==> src/hw/rtl/gsr_pkg.sv <==
// ---------------------------------------------------------------------------
// gsr_pkg
// Types and constants of the generational slot registry.
// ---------------------------------------------------------------------------
package gsr_pkg;

  localparam int SLOTS       = 32;
  localparam int SLOT_W      = 5;
  localparam int TAG_ENTRIES = 32;
  localparam int TAG_BITS    = 16;
  localparam int GEN_BITS    = 16;
  localparam int SRC_W       = 64;
  localparam int CNT_W       = 6;

  typedef enum logic [1:0] {
    FN_REGISTER    = 2'd0,
    FN_RELEASE     = 2'd1,
    FN_RELEASE_SRC = 2'd2,
    FN_RESET       = 2'd3
  } func_t;

  typedef enum logic [2:0] {
    ST_IDLE,
    ST_REG_SCAN,
    ST_REL_SCAN,
    ST_SRC_SCAN,
    ST_RST_SCAN
  } state_t;

  typedef struct packed {
    logic [1:0]          func;
    logic [SLOT_W-1:0]   slot_index;
    logic [GEN_BITS-1:0] handle_generation;
    logic [SRC_W-1:0]    source_id;
    logic [TAG_BITS-1:0] event_tag;
    logic                chain_valid;
    logic                bus_present;
  } in_t;

  typedef struct packed {
    logic                ok;
    logic [SLOT_W-1:0]   out_slot;
    logic [GEN_BITS-1:0] out_generation;
    logic [TAG_BITS-1:0] out_tag;
    logic                subscribe;
    logic                unsubscribe;
    logic [CNT_W-1:0]    removed_count;
    logic                full_res;
    logic                last;
  } out_t;

endpackage

==> src/hw/rtl/generational_slot_registry_top.sv <==
// ---------------------------------------------------------------------------
// generational_slot_registry_top
// Slot registry with free-slot stack, per-slot generations and tag table.
// ---------------------------------------------------------------------------
// Usage:
//   Input: drive in_data and pulse start while busy is low; the transaction
//   is taken at that edge; a scan holds busy high until the last result.
//   Results: out_valid is high for exactly one cycle per result, with
//   out_data; out_data.last marks the final result of the transaction.
//   Config: cfg_we with cfg_wdata writes evaluator_ready; write while idle.
// Timing (one shared compare unit, one table entry per cycle):
//   rejected or full register, stale release: result in the cycle after start.
//   register, release: one pass over the tag table / slots.
//   release by source: a slot pass plus a release pass per removed row.
//   reset: bus present: a tag table pass; else the cycle after start.
// Reset: rst_n low clears all generations, the tag table, the stack and
//   counters and evaluator_ready. The receiver cannot stall; results are
//   never held back.
// ---------------------------------------------------------------------------
module generational_slot_registry_top (
  input  logic          clk,
  input  logic          rst_n,
  input  logic          start,
  output logic          busy,
  input  gsr_pkg::in_t  in_data,
  output logic          out_valid,
  output gsr_pkg::out_t out_data,
  input  logic          cfg_we,
  input  logic          cfg_wdata
);

  localparam int SW = gsr_pkg::SLOT_W;
  localparam int CW = gsr_pkg::CNT_W;
  localparam int GB = gsr_pkg::GEN_BITS;
  localparam int TB = gsr_pkg::TAG_BITS;
  localparam logic [SW-1:0] LAST_IDX = SW'(gsr_pkg::SLOTS - 1);
  localparam logic [CW-1:0] SLOTS_C  = CW'(gsr_pkg::SLOTS);
  localparam logic [CW-1:0] TE_C     = CW'(gsr_pkg::TAG_ENTRIES);

  gsr_pkg::state_t state_r, state_nxt;
  gsr_pkg::in_t    item_r, item_nxt;
  gsr_pkg::out_t   out_r, out_nxt;
  logic            out_valid_r, out_valid_nxt;
  logic            ready_r;

  logic [GB-1:0]             gen_r [gsr_pkg::SLOTS];
  logic [TB-1:0]             stag_r [gsr_pkg::SLOTS];
  logic [gsr_pkg::SRC_W-1:0] ssrc_r [gsr_pkg::SLOTS];
  logic [SW-1:0]             stk_r [gsr_pkg::SLOTS];
  logic [TB-1:0]             ttag_r [gsr_pkg::TAG_ENTRIES];
  logic [gsr_pkg::TAG_ENTRIES-1:0] tv_r;

  logic [CW-1:0] fc_r, fc_nxt, used_r, used_nxt;
  logic [SW-1:0] cnt_r, cnt_nxt, cur_r, cur_nxt, fidx_r, fidx_nxt, freei_r, freei_nxt;
  logic [CW-1:0] outer_r, outer_nxt, removed_r, removed_nxt;
  logic [GB-1:0] gnew_r, gnew_nxt;
  logic [TB-1:0] rtag_r, rtag_nxt;
  logic          found_r, found_nxt, ffree_r, ffree_nxt, live_r, live_nxt;

  logic [SW-1:0] gen_ra, stag_ra, ttag_ra, stk_ra;
  logic [GB-1:0] gen_rd;
  logic [TB-1:0] stag_rd, ttag_rd;
  logic [SW-1:0] stk_rd;

  logic          gen_we, stk_we, slot_we, tv_set, tv_clr, clr_all;
  logic [SW-1:0] gen_wa, stk_wa, tv_idx;
  logic [GB-1:0] gen_wd;
  logic [SW-1:0] stk_wd;

  logic          rel_go;
  logic [SW-1:0] rel_slot;
  logic          hit, found_c, live_c, ffree_c, sub_c, unsub_c;
  logic [SW-1:0] fidx_c, freei_c, pop_slot;
  gsr_pkg::func_t fn;

  assign busy      = (state_r != gsr_pkg::ST_IDLE);
  assign out_valid = out_valid_r;
  assign out_data  = out_r;
  assign fn        = gsr_pkg::func_t'(busy ? item_r.func : in_data.func);

  assign stk_ra  = SW'(fc_r - CW'(1));
  assign stk_rd  = stk_r[stk_ra];
  assign gen_rd  = gen_r[gen_ra];
  assign stag_rd = stag_r[stag_ra];
  assign ttag_rd = ttag_r[ttag_ra];
  assign pop_slot = stk_rd;

  always_comb begin
    case (state_r)
      gsr_pkg::ST_IDLE: begin
        gen_ra  = (fn == gsr_pkg::FN_REGISTER) ? pop_slot : in_data.slot_index;
        stag_ra = in_data.slot_index;
      end
      gsr_pkg::ST_REL_SCAN: begin
        gen_ra  = cnt_r;
        stag_ra = cnt_r;
      end
      default: begin
        gen_ra  = outer_r[SW-1:0];
        stag_ra = outer_r[SW-1:0];
      end
    endcase
    ttag_ra = (state_r == gsr_pkg::ST_RST_SCAN) ? outer_r[SW-1:0] : cnt_r;
  end

  always_comb begin
    hit     = tv_r[cnt_r] && (ttag_rd == rtag_r);
    found_c = found_r || hit;
    fidx_c  = (hit && !found_r) ? cnt_r : fidx_r;
    ffree_c = ffree_r || !tv_r[cnt_r];
    freei_c = (!tv_r[cnt_r] && !ffree_r) ? cnt_r : freei_r;
    live_c  = live_r || (gen_rd[0] && (stag_rd == rtag_r));
    sub_c   = !found_c && ready_r && ffree_c;
    unsub_c = !live_c && found_c;
  end

  always_comb begin
    state_nxt     = state_r;
    item_nxt      = item_r;
    out_nxt       = '0;
    out_valid_nxt = 1'b0;
    fc_nxt        = fc_r;
    used_nxt      = used_r;
    cnt_nxt       = cnt_r;
    cur_nxt       = cur_r;
    fidx_nxt      = fidx_r;
    freei_nxt     = freei_r;
    outer_nxt     = outer_r;
    removed_nxt   = removed_r;
    gnew_nxt      = gnew_r;
    rtag_nxt      = rtag_r;
    found_nxt     = found_r;
    ffree_nxt     = ffree_r;
    live_nxt      = live_r;
    gen_we        = 1'b0;
    gen_wa        = '0;
    gen_wd        = '0;
    stk_we        = 1'b0;
    stk_wa        = fc_r[SW-1:0];
    stk_wd        = '0;
    slot_we       = 1'b0;
    tv_set        = 1'b0;
    tv_clr        = 1'b0;
    tv_idx        = '0;
    clr_all       = 1'b0;
    rel_go        = 1'b0;
    rel_slot      = '0;

    case (state_r)
      gsr_pkg::ST_IDLE: begin
        if (start) begin
          item_nxt = in_data;
          case (fn)
            gsr_pkg::FN_REGISTER: begin
              if (in_data.event_tag == '0 || !in_data.chain_valid || !in_data.bus_present) begin
                out_valid_nxt = 1'b1;
                out_nxt.last  = 1'b1;
              end else if (fc_r != '0) begin
                fc_nxt    = fc_r - CW'(1);
                cur_nxt   = pop_slot;
                gnew_nxt  = gen_rd + GB'(1);
                gen_we    = 1'b1;
                gen_wa    = pop_slot;
                gen_wd    = gen_rd + GB'(1);
                slot_we   = 1'b1;
                state_nxt = gsr_pkg::ST_REG_SCAN;
              end else if (used_r != SLOTS_C) begin
                used_nxt  = used_r + CW'(1);
                cur_nxt   = used_r[SW-1:0];
                gnew_nxt  = GB'(1);
                gen_we    = 1'b1;
                gen_wa    = used_r[SW-1:0];
                gen_wd    = GB'(1);
                slot_we   = 1'b1;
                state_nxt = gsr_pkg::ST_REG_SCAN;
              end else begin
                out_valid_nxt    = 1'b1;
                out_nxt.full_res = 1'b1;
                out_nxt.last     = 1'b1;
              end
              rtag_nxt  = in_data.event_tag;
              cnt_nxt   = '0;
              found_nxt = 1'b0;
              ffree_nxt = 1'b0;
            end
            gsr_pkg::FN_RELEASE: begin
              if (!gen_rd[0] || gen_rd != in_data.handle_generation) begin
                out_valid_nxt = 1'b1;
                out_nxt.last  = 1'b1;
              end else begin
                rel_go   = 1'b1;
                rel_slot = in_data.slot_index;
              end
            end
            gsr_pkg::FN_RELEASE_SRC: begin
              if (in_data.source_id == '0) begin
                out_valid_nxt = 1'b1;
                out_nxt.last  = 1'b1;
              end else begin
                outer_nxt   = '0;
                removed_nxt = '0;
                state_nxt   = gsr_pkg::ST_SRC_SCAN;
              end
            end
            default: begin
              if (in_data.bus_present) begin
                outer_nxt = '0;
                state_nxt = gsr_pkg::ST_RST_SCAN;
              end else begin
                clr_all       = 1'b1;
                fc_nxt        = '0;
                used_nxt      = '0;
                out_valid_nxt = 1'b1;
                out_nxt.ok    = 1'b1;
                out_nxt.last  = 1'b1;
              end
            end
          endcase
        end
      end
      gsr_pkg::ST_REG_SCAN: begin
        found_nxt = found_c;
        ffree_nxt = ffree_c;
        freei_nxt = freei_c;
        cnt_nxt   = cnt_r + SW'(1);
        if (cnt_r == LAST_IDX) begin
          tv_set                 = sub_c;
          tv_idx                 = freei_c;
          out_valid_nxt          = 1'b1;
          out_nxt.ok             = 1'b1;
          out_nxt.out_slot       = cur_r;
          out_nxt.out_generation = gnew_r;
          out_nxt.out_tag        = rtag_r;
          out_nxt.subscribe      = sub_c;
          out_nxt.last           = 1'b1;
          state_nxt              = gsr_pkg::ST_IDLE;
        end
      end
      gsr_pkg::ST_REL_SCAN: begin
        found_nxt = found_c;
        fidx_nxt  = fidx_c;
        live_nxt  = live_c;
        cnt_nxt   = cnt_r + SW'(1);
        if (cnt_r == LAST_IDX) begin
          tv_clr                 = unsub_c;
          tv_idx                 = fidx_c;
          out_valid_nxt          = 1'b1;
          out_nxt.ok             = 1'b1;
          out_nxt.out_slot       = cur_r;
          out_nxt.out_generation = gnew_r;
          out_nxt.out_tag        = rtag_r;
          out_nxt.unsubscribe    = unsub_c && item_r.bus_present;
          if (item_r.func == gsr_pkg::FN_RELEASE) begin
            out_nxt.last = 1'b1;
            state_nxt    = gsr_pkg::ST_IDLE;
          end else begin
            removed_nxt = removed_r + CW'(1);
            outer_nxt   = outer_r + CW'(1);
            state_nxt   = gsr_pkg::ST_SRC_SCAN;
          end
        end
      end
      gsr_pkg::ST_SRC_SCAN: begin
        if (outer_r == SLOTS_C) begin
          out_valid_nxt         = 1'b1;
          out_nxt.ok            = 1'b1;
          out_nxt.removed_count = removed_r;
          out_nxt.last          = 1'b1;
          state_nxt             = gsr_pkg::ST_IDLE;
        end else if (gen_rd[0] && ssrc_r[outer_r[SW-1:0]] == item_r.source_id) begin
          rel_go   = 1'b1;
          rel_slot = outer_r[SW-1:0];
        end else begin
          outer_nxt = outer_r + CW'(1);
        end
      end
      gsr_pkg::ST_RST_SCAN: begin
        if (outer_r == TE_C) begin
          clr_all       = 1'b1;
          fc_nxt        = '0;
          used_nxt      = '0;
          out_valid_nxt = 1'b1;
          out_nxt.ok    = 1'b1;
          out_nxt.last  = 1'b1;
          state_nxt     = gsr_pkg::ST_IDLE;
        end else begin
          out_valid_nxt       = tv_r[outer_r[SW-1:0]];
          out_nxt.ok          = 1'b1;
          out_nxt.out_tag     = ttag_rd;
          out_nxt.unsubscribe = 1'b1;
          outer_nxt           = outer_r + CW'(1);
        end
      end
      default: state_nxt = gsr_pkg::ST_IDLE;
    endcase

    if (rel_go) begin
      gen_we    = 1'b1;
      gen_wa    = rel_slot;
      gen_wd    = gen_rd + GB'(1);
      gnew_nxt  = gen_rd + GB'(1);
      stk_we    = 1'b1;
      stk_wd    = rel_slot;
      fc_nxt    = fc_r + CW'(1);
      cur_nxt   = rel_slot;
      rtag_nxt  = stag_r[rel_slot];
      cnt_nxt   = '0;
      live_nxt  = 1'b0;
      found_nxt = 1'b0;
      state_nxt = gsr_pkg::ST_REL_SCAN;
    end
  end

  always_ff @(posedge clk) begin
    if (!rst_n) begin
      state_r     <= gsr_pkg::ST_IDLE;
      out_valid_r <= 1'b0;
      ready_r     <= 1'b0;
      fc_r        <= '0;
      used_r      <= '0;
      tv_r        <= '0;
      for (int i = 0; i < gsr_pkg::SLOTS; i++) begin
        gen_r[i] <= '0;
      end
    end else begin
      state_r     <= state_nxt;
      out_valid_r <= out_valid_nxt;
      fc_r        <= fc_nxt;
      used_r      <= used_nxt;
      if (cfg_we) begin
        ready_r <= cfg_wdata;
      end
      if (clr_all) begin
        tv_r <= '0;
        for (int i = 0; i < gsr_pkg::SLOTS; i++) begin
          gen_r[i] <= '0;
        end
      end else begin
        if (gen_we) begin
          gen_r[gen_wa] <= gen_wd;
        end
        if (tv_set) begin
          tv_r[tv_idx] <= 1'b1;
        end
        if (tv_clr) begin
          tv_r[tv_idx] <= 1'b0;
        end
      end
    end
  end

  always_ff @(posedge clk) begin
    item_r    <= item_nxt;
    out_r     <= out_nxt;
    cnt_r     <= cnt_nxt;
    cur_r     <= cur_nxt;
    fidx_r    <= fidx_nxt;
    freei_r   <= freei_nxt;
    outer_r   <= outer_nxt;
    removed_r <= removed_nxt;
    gnew_r    <= gnew_nxt;
    rtag_r    <= rtag_nxt;
    found_r   <= found_nxt;
    ffree_r   <= ffree_nxt;
    live_r    <= live_nxt;
    if (slot_we) begin
      stag_r[cur_nxt] <= in_data.event_tag;
      ssrc_r[cur_nxt] <= in_data.source_id;
    end
    if (stk_we) begin
      stk_r[stk_wa] <= stk_wd;
    end
    if (tv_set) begin
      ttag_r[tv_idx] <= rtag_r;
    end
  end

`ifndef SYNTHESIS
  a_fc_le_used: assert property (@(posedge clk) disable iff (!rst_n) fc_r <= used_r)
    else $error("free count exceeds used slots");
  a_used_range: assert property (@(posedge clk) disable iff (!rst_n) used_r <= SLOTS_C)
    else $error("used slots out of range");
  a_last_idle: assert property (@(posedge clk) disable iff (!rst_n)
    out_valid_r && out_r.last |-> !busy)
    else $error("busy after final result");
  a_more_busy: assert property (@(posedge clk) disable iff (!rst_n)
    out_valid_r && !out_r.last |-> busy)
    else $error("idle before final result");
  a_sub_unsub: assert property (@(posedge clk) disable iff (!rst_n)
    out_valid_r |-> !(out_r.subscribe && out_r.unsubscribe))
    else $error("subscribe and unsubscribe together");
`endif

endmodule
==> config.mk <==
export PLATFORM = sky130hd
export DESIGN_NAME = generational_slot_registry_top
export DESIGN_NICKNAME = d
export VERILOG_FILES = /design/src/hw/rtl/gsr_pkg.sv /design/src/hw/rtl/generational_slot_registry_top.sv
export SDC_FILE = /design/constraint.sdc
export NUM_CORES = 2
export LEC_CHECK = 0
export BUFFER_PORTS_ARGS = -buffer_cell sky130_fd_sc_hd__buf_2
export CAP_MARGIN = 20
export CORE_UTILIZATION = 25
export CTS_CLUSTER_SIZE = 12
export DETAILED_ROUTE_END_ITERATION = 12
export HOLD_SLACK_MARGIN = 0.12
export MAX_ROUTING_LAYER = met4
export PLACE_DENSITY = 0.44
export SETUP_SLACK_MARGIN = 0.2
export SLEW_MARGIN = 30
export SYNTH_ARGS = -nofsm -noshare
export SYNTH_HDL_FRONTEND = slang
export SYNTH_SLANG_ARGS = --single-unit
==> constraint.sdc <==
create_clock -name clk -period 16.2 [get_ports clk]
set_clock_uncertainty 0.15 [all_clocks]
set_input_delay 1.62 -clock clk [delete_from_list [all_inputs] [get_ports clk]]
set_output_delay 1.62 -clock clk [all_outputs]
set_load 0.05 [all_outputs]
**After elaboration in Yosys (flattened, before gate mapping)**

Memories as Yosys holds them, arrays and structs flattened. A register that Yosys moved wholly into a read port is not among the register bits.
Index checks and enable logic that the tools add are counted.
Widths: inputs -> output; s select.

- Multiplexer cells: 208
- Magnitude comparators: 4
- Reduce and logical (&&, ||, !) cells: 62
- Shift-type cells: 0
- Add/subtract/negate cells: 7
- Multipliers: 0
- Divide/modulo/power cells: 0
- Equality and inequality tests: 51
- Bitwise logic cells: 39

Operators by type and width:

| kind | number |
|---|---|
| $mux 16 | 51 |
| $mux 5 | 30 |
| $mux 6 | 22 |
| $mux 32 | 4 |
| $pmux 6 s2 | 6 |
| $eq 64x64->1 | 1 |
| $logic_not 64->1 | 1 |
| $mux 1 | 56 |
| $pmux 5 s2 | 5 |
| $pmux 16 s3 | 1 |
| $pmux 21 s2 | 1 |
| $mux 39 | 1 |
| $mux 38 | 1 |
| $and 32x32->32 | 1 |
| $eq 16x16->1 | 2 |
| $not 32->32 | 1 |
| $or 1x1->1 | 32 |
| $or 32x32->32 | 1 |
| $ne 3x3->1 const B | 10 |
| $mux 3 | 9 |
| $ne 2x2->1 const B | 13 |
| $add 6x1->6 const B | 4 |
| $pmux 6 s4 | 1 |
| $ne 4x4->1 const B | 5 |
| other kinds (52) | 112 |

- Memory bits (writable): 3744
- Bits in registers: 231
- Bits of input ports: 110
- Memories kept: 5
- Logic and storage cells: 406
- Bits in read-only memories: 0
- Output and inout port bits: 50
- Latch bits: 0

Memory list:

| name | words | width | rd ports | clocked after Yosys merged registers in | wr ports | RTL line | RTL |
|---|---|---|---|---|---|---|---|
| ssrc_r | 32 | 64 | 1 | 1 | 1 | generational_slot_registry_top.sv:48 | `logic [gsr_pkg::SRC_W-1:0] ssrc_r [gsr_pkg::SLOTS];` |
| gen_r | 32 | 16 | 1 | 0 | 32 | generational_slot_registry_top.sv:46 | `logic [GB-1:0] gen_r [gsr_pkg::SLOTS];` |
| stag_r | 32 | 16 | 2 | 0 | 1 | generational_slot_registry_top.sv:47 | `logic [TB-1:0] stag_r [gsr_pkg::SLOTS];` |
| ttag_r | 32 | 16 | 1 | 0 | 1 | generational_slot_registry_top.sv:50 | `logic [TB-1:0] ttag_r [gsr_pkg::TAG_ENTRIES];` |
| stk_r | 32 | 5 | 1 | 0 | 1 | generational_slot_registry_top.sv:49 | `logic [SW-1:0] stk_r [gsr_pkg::SLOTS];` |

**Depth between registers and ports, before layout**

An unclocked memory read counts as a cell.

- Word-level depth: 19
- Mapped depth: 35
- Depth with buffers taken out: 25

**Worst setup path before layout**

Ideal clock, no wire load.

- Path kind: input to register
- From: input port in_data[103] (netlist name)
- To: memory ssrc_r[13][0] (netlist name) (enable)
- Slack: 5.382 ns
- Data arrival time: 10.149 ns
- Setup time: 0.519 ns
- Path buffers: 5
- Stages: 20
- Required time: 15.531 ns
- Cells stage by stage: mux2i_1 -> ha_1 -> clkbuf_1 -> nand2_1 -> o21ai_2 -> buf_6 -> buf_2 -> nand2_1 -> a31oi_1 -> o21ai_0 -> o32a_2 -> xnor2_1 -> or4_1 -> or4_1 -> buf_4 -> o21ai_1 -> nor2_1 -> or3_1 -> clkbuf_1 -> nor2_1

- Longest elaborated chain between the ends: 12
- Elaborated cells on any way between the ends: 31
- Classes of those cells: eq/ne (2); mux (24); reduce/logical (4); memory (1)

RTL lines:

| what | RTL line | RTL |
|---|---|---|
| start, declared | generational_slot_registry_top.sv:25 | `input gsr_pkg::in_t in_data,` |
| $mux 2 (*) | generational_slot_registry_top.sv:79 | `assign fn = gsr_pkg::func_t'(busy ? item_r.func : in_data.func);` |
| $logic_not 2->1 | generational_slot_registry_top.sv:91, generational_slot_registry_top.sv:153 |  |
| $mux 5 | generational_slot_registry_top.sv:91 | `gen_ra = (fn == gsr_pkg::FN_REGISTER) ? pop_slot : in_data.slot_index;` |
| $pmux 5 s2 | generational_slot_registry_top.sv:89 | `case (state_r)` |
| $mem_v2 32x16 | -- |  |
| $ne 16x16->1 / $logic_not 1->1 (equally long branches) | generational_slot_registry_top.sv:187 | `if (!gen_rd[0] \|\| gen_rd != in_data.handle_generation) begin` |
| $logic_or 1x1->1 | generational_slot_registry_top.sv:187 |  |
| $mux 5 / $mux 1 (equally long branches) | generational_slot_registry_top.sv:187 |  |
| $mux 5 / $mux 1 (equally long branches) | generational_slot_registry_top.sv:153 | `case (fn)` |
| $mux 5 / $mux 1 (equally long branches) | generational_slot_registry_top.sv:151 | `if (start) begin` |
| $pmux 5 s2 / $pmux 1 s2 (equally long branches) | generational_slot_registry_top.sv:149 | `case (state_r)` |
| $mux 5 | generational_slot_registry_top.sv:297 | `if (rel_go) begin` |
| end, declared | generational_slot_registry_top.sv:48 |  |

Every way passes the cells marked *; elsewhere a longest branch is shown, timed or not.

**Worst setup path in the final report**

- From: register fc_r[0]
- To: memory ssrc_r[26][47] (netlist name) (enable)

- Longest elaborated chain between the ends: 12
- Elaborated cells on any way between the ends: 35
- Classes of those cells: add/sub (1); eq/ne (1); mux (27); reduce/logical (4); memory (2)

RTL lines:

| what | RTL line | RTL |
|---|---|---|
| start, declared | generational_slot_registry_top.sv:53 | `logic [CW-1:0] fc_r, fc_nxt, used_r, used_nxt;` |
| start signal, assigned | generational_slot_registry_top.sv:328 | `fc_r <= fc_nxt;` |
| $sub 6x1->6 | -- |  |
| $mem_v2 32x5 | -- |  |
| $mux 5 | generational_slot_registry_top.sv:91 |  |
| $pmux 5 s2 | generational_slot_registry_top.sv:89 |  |
| $mem_v2 32x16 | -- |  |
| $ne 16x16->1 / $logic_not 1->1 (equally long branches) | generational_slot_registry_top.sv:187 |  |
| $logic_or 1x1->1 | generational_slot_registry_top.sv:187 |  |
| $mux 5 / $mux 1 (equally long branches) | generational_slot_registry_top.sv:187 |  |
| $mux 5 / $mux 1 (equally long branches) | generational_slot_registry_top.sv:153 |  |
| $mux 5 / $mux 1 (equally long branches) | generational_slot_registry_top.sv:151 |  |
| $pmux 5 s2 / $pmux 1 s2 (equally long branches) | generational_slot_registry_top.sv:149 |  |
| $mux 5 | generational_slot_registry_top.sv:297 |  |

Several ways; a longest one is shown, not always the timed one.

==> qor.txt <==
Hold Crit Start = gnew_r[7]
Final worst path period need = 12.31 ns
Slew headroom = 0.2850
GRT Total Usage = 0.1591
Worst-Margin Slew = 1.072 ns
Post-synth EDFFs = 3,866
Final WL = 524.6 mm
Clock root cell = clkbuf_16
Area after DPL = 0.1754 sq mm
Routability cong. = 0.8953
Post-DP HPWL = 295.2 mm
Status = finished, final reports clean
Sink Count = 3,980
I/O Buffers = 159
Post-DRT Antenna Nets = 0
Inserted Clock Buffers = 417
CTS tree = done
Worst EP required = 16.64 ns
Max VDD drop = 0.0001374 V
Worst-skew pair later-pin latency = 1.03 ns
Row count = 296
Async SR Flop Fraction = 0
Synth warnings = 0
First-pass GRT wire length = 728.9 mm
Post-cts resize count = 0
Pre-antenna DRT Iters = 6
Fin nets = 9,207
Number of setup violations in the final report = 0
Slowest stage cell, crit path = ha_1
Number of global-route vias before repair = 89,870
Die W = 810.0 um
Max Fclk = 0.08122 GHz
RSZ-0062 raised after global routing = false
Reg clk slew, reported paths = 0.06 ns
Leakage = 58.20 nW
Fin area = 0.1881 sq mm
Synth Flop Type = edfxtp_1
H-tree levels = 5
Reg area = 0.1184 sq mm
Mapped Avg Cell Area = 18.58 sq um
Worst R2R Path Depth = 27
Hold Fails Final Rpt = 0
Initial antenna violation count = 74
FF+latch count, synth = 3,980
Overflow after GRT = 0
Hold Path Class = reg -> reg
Max-Cap Viols = 0
Core Area = 0.6500 sq mm
Post-synth cell types = 105
Multi-input gate area in the final layout = 0.04285 sq mm
Initial Util = 0.2511
Part of the cycle the worst path needs = 0.7600
CP Launch Type = flip-flop
Layout cells sized above 1 = 0.2347
Mapped Area = 0.1632 sq mm
CP arrival = 12.75 ns
R2R setup slack = 3.89 ns
Setup TNS = 0 ns
Cell Pwr Density = 171.8 mW/mm^2
Via density = 4.902
DR WL/cell = 29.06 um
Worst setup path class = reg -> reg
Worst setup path start = fc_r[0]
Largest net degree at the start of global routing = 133
Top cell by count, worst path = buf_4
Peak fanout along the critical path = 50
CP Capture Type = flip-flop
Residual DRC = 0
Hold buffer count at cts = 0
Fillers = 63,930
Via Count = 88,470
Top Ports = 160
Max Slew Vio Count = 0
R2r startpoint = fc_r[0]
Maximum buffer depth of the clock tree = 4
Synthesized net count = 8,913
Max incr delay on CP = 0.86 ns
Cell count after synthesis = 8,785
Die ar. = 0.6562 sq mm
Hold Path Depth = 1
Area Growth Syn to Fin = 15.24%
Sequential fraction of the synthesis area = 0.7252
Post-CTS setup buffers = 0
Initial DRC Count = 9,582
Die H = 810.0 um
[sequential cells by signal, indices dropped and copies added (netlist names), 16 cells and up, named ones only]
signal and cells:
stk_r 160, gen_r 512, ssrc_r 2048, tv_r 32, ttag_r 512, rtag_r 16, stag_r 512, out_data 48
gnew_r 16, item_r 67
[placed cells by master, fill, tap and decap left out, types with 20 or more instances in the layout]
| master | synthesis | layout |
|---|---|---|
| a21o_1 | 33 | 32 |
| clkbuf_1 | 260 | 117 |
| edfxtp_1 | 3866 | 3866 |
| clkbuf_16 | 0 | 419 |
| o22ai_1 | 46 | 45 |
| a221o_1 | 45 | 45 |
| buf_4 | 38 | 227 |
| inv_1 | 38 | 36 |
| mux2_2 | 90 | 89 |
| o21ai_1 | 21 | 20 |
| nor2_2 | 6 | 32 |
| a211oi_1 | 53 | 53 |
| buf_12 | 0 | 34 |
| and3_1 | 65 | 64 |
| o21ai_0 | 100 | 97 |
| nand4_1 | 25 | 25 |
| nand2_1 | 548 | 547 |
| diode_2 | 0 | 26 |
| mux2i_1 | 508 | 503 |
| clkinv_2 | 0 | 52 |
| o221a_2 | 32 | 32 |
| xnor2_1 | 93 | 92 |
| nor2_1 | 790 | 725 |
| dfxtp_1 | 114 | 108 |
| mux4_2 | 963 | 963 |
| nor3_1 | 37 | 34 |
| clkinv_1 | 0 | 81 |
| xor2_1 | 40 | 40 |
| a31oi_1 | 48 | 47 |
| buf_2 | 121 | 159 |
| nor2_4 | 0 | 39 |
| nor4_1 | 44 | 42 |
| and2_1 | 40 | 38 |
| nand3_1 | 124 | 124 |
| a21oi_1 | 122 | 118 |
[area by class of cell]
type                            instances  share of cell area
Sequential cell                      3980              0.6294
Tap cell                             8642             0.05748
Timing Repair Buffer                  424             0.01725
Clock buffer                          540             0.05837
Antenna cell                           26           0.0003459
Clock inverter                        181            0.008541
Multi-Input combinational cell       4216              0.2278
Inverter                               40           0.0008049
[worst paths after layout]
kind / end
worst max-delay path: ssrc_r[26][47]
worst min-delay path: out_data[33]
worst max register to register: ssrc_r[26][47]
worst min register to register: out_data[33]
[report_power, final]
group	leakage (nW)	switching (mW)	internal (mW)
Combinational	15.2	7.05	4.17
Clock	6.12	4.09	5.06
Sequential	36.8	0.277	11.7
[metrics by stage]
step	worst slack, ns	hold WS, ns	util	total power [mW]	std cells
2_1_floorplan	5.382	0.3009	-	19.20	8785
3_3_place_gp	3.847	0.3338	0.2697	23.41	17300
5_1_grt	3.374	0.3465	0.2894	33.48	18040
3_5_place_dp	3.735	0.3222	0.2698	23.42	17300
6_report	3.888	0.3435	0.2894	32.32	18050
4_1_cts	3.680	0.3357	0.2892	32.60	18020
[kinds of logic after synthesis]
kind of cell | synth area share
flops | 0.7252
simple gates | 0.04754
mux | 0.1704
compound gates | 0.03193
buf+inv | 0.01629
xor+xnor | 0.007305
fa+ha+maj | 0.001380
[Yosys cell counts, drive strengths merged (10+ instances only)]
cell	count	share of area
nand2b	15	0.00057
dfxtp	114	0.014
a211oi	54	0.0025
a311oi	17	0.00091
a22oi	16	0.00074
nand2	562	0.013
nand4	26	0.0011
o21ai	128	0.0041
mux2i	509	0.031
and2	45	0.0017
a2111oi	10	0.00065
a211o	17	0.00091
a32oi	13	0.00070
nor4	44	0.0017
o22ai	46	0.0018
inv	40	0.00092
a31oi	48	0.0018
and3	65	0.0025
xnor2	93	0.0050
xor2	41	0.0023
or3	10	0.00038
buf	286	0.0093
clkbuf	263	0.0061
o221a	32	0.0022
a21o	34	0.0016
mux4	963	0.13
a21oi	126	0.0040
mux2	90	0.0062
o221ai	14	0.00075
edfxtp	3866	0.71
nand3	124	0.0038
nor2	796	0.018
ha	18	0.0014
a221o	45	0.0028
nor2b	15	0.00057
nor3	39	0.0013
o2111ai	18	0.00097
a221oi	19	0.0010
[worst max-delay path, delay by kind of cell (launching register included)]
kind                     cells  cell delay, ns
buffers and inverters        8            4.00
AND/OR/NAND/NOR              7            3.36
AO/OA/AOI/OAI                8            2.42
adder cells (fa/ha/maj)      1            0.86
multiplexers                 2            0.39
flip-flops                   1            0.33
XOR/XNOR                     1            0.14
[layer usage]
layer  GRT usage  vias up  share of wire
met5           -        -              0
met4     0.03428        0          0.024
met3     0.02407      829          0.063
met2      0.2476     3418           0.46
met1      0.2211    48080           0.45
li1            -    36140              -
Note: power is estimated with default switching activity, not from simulation.
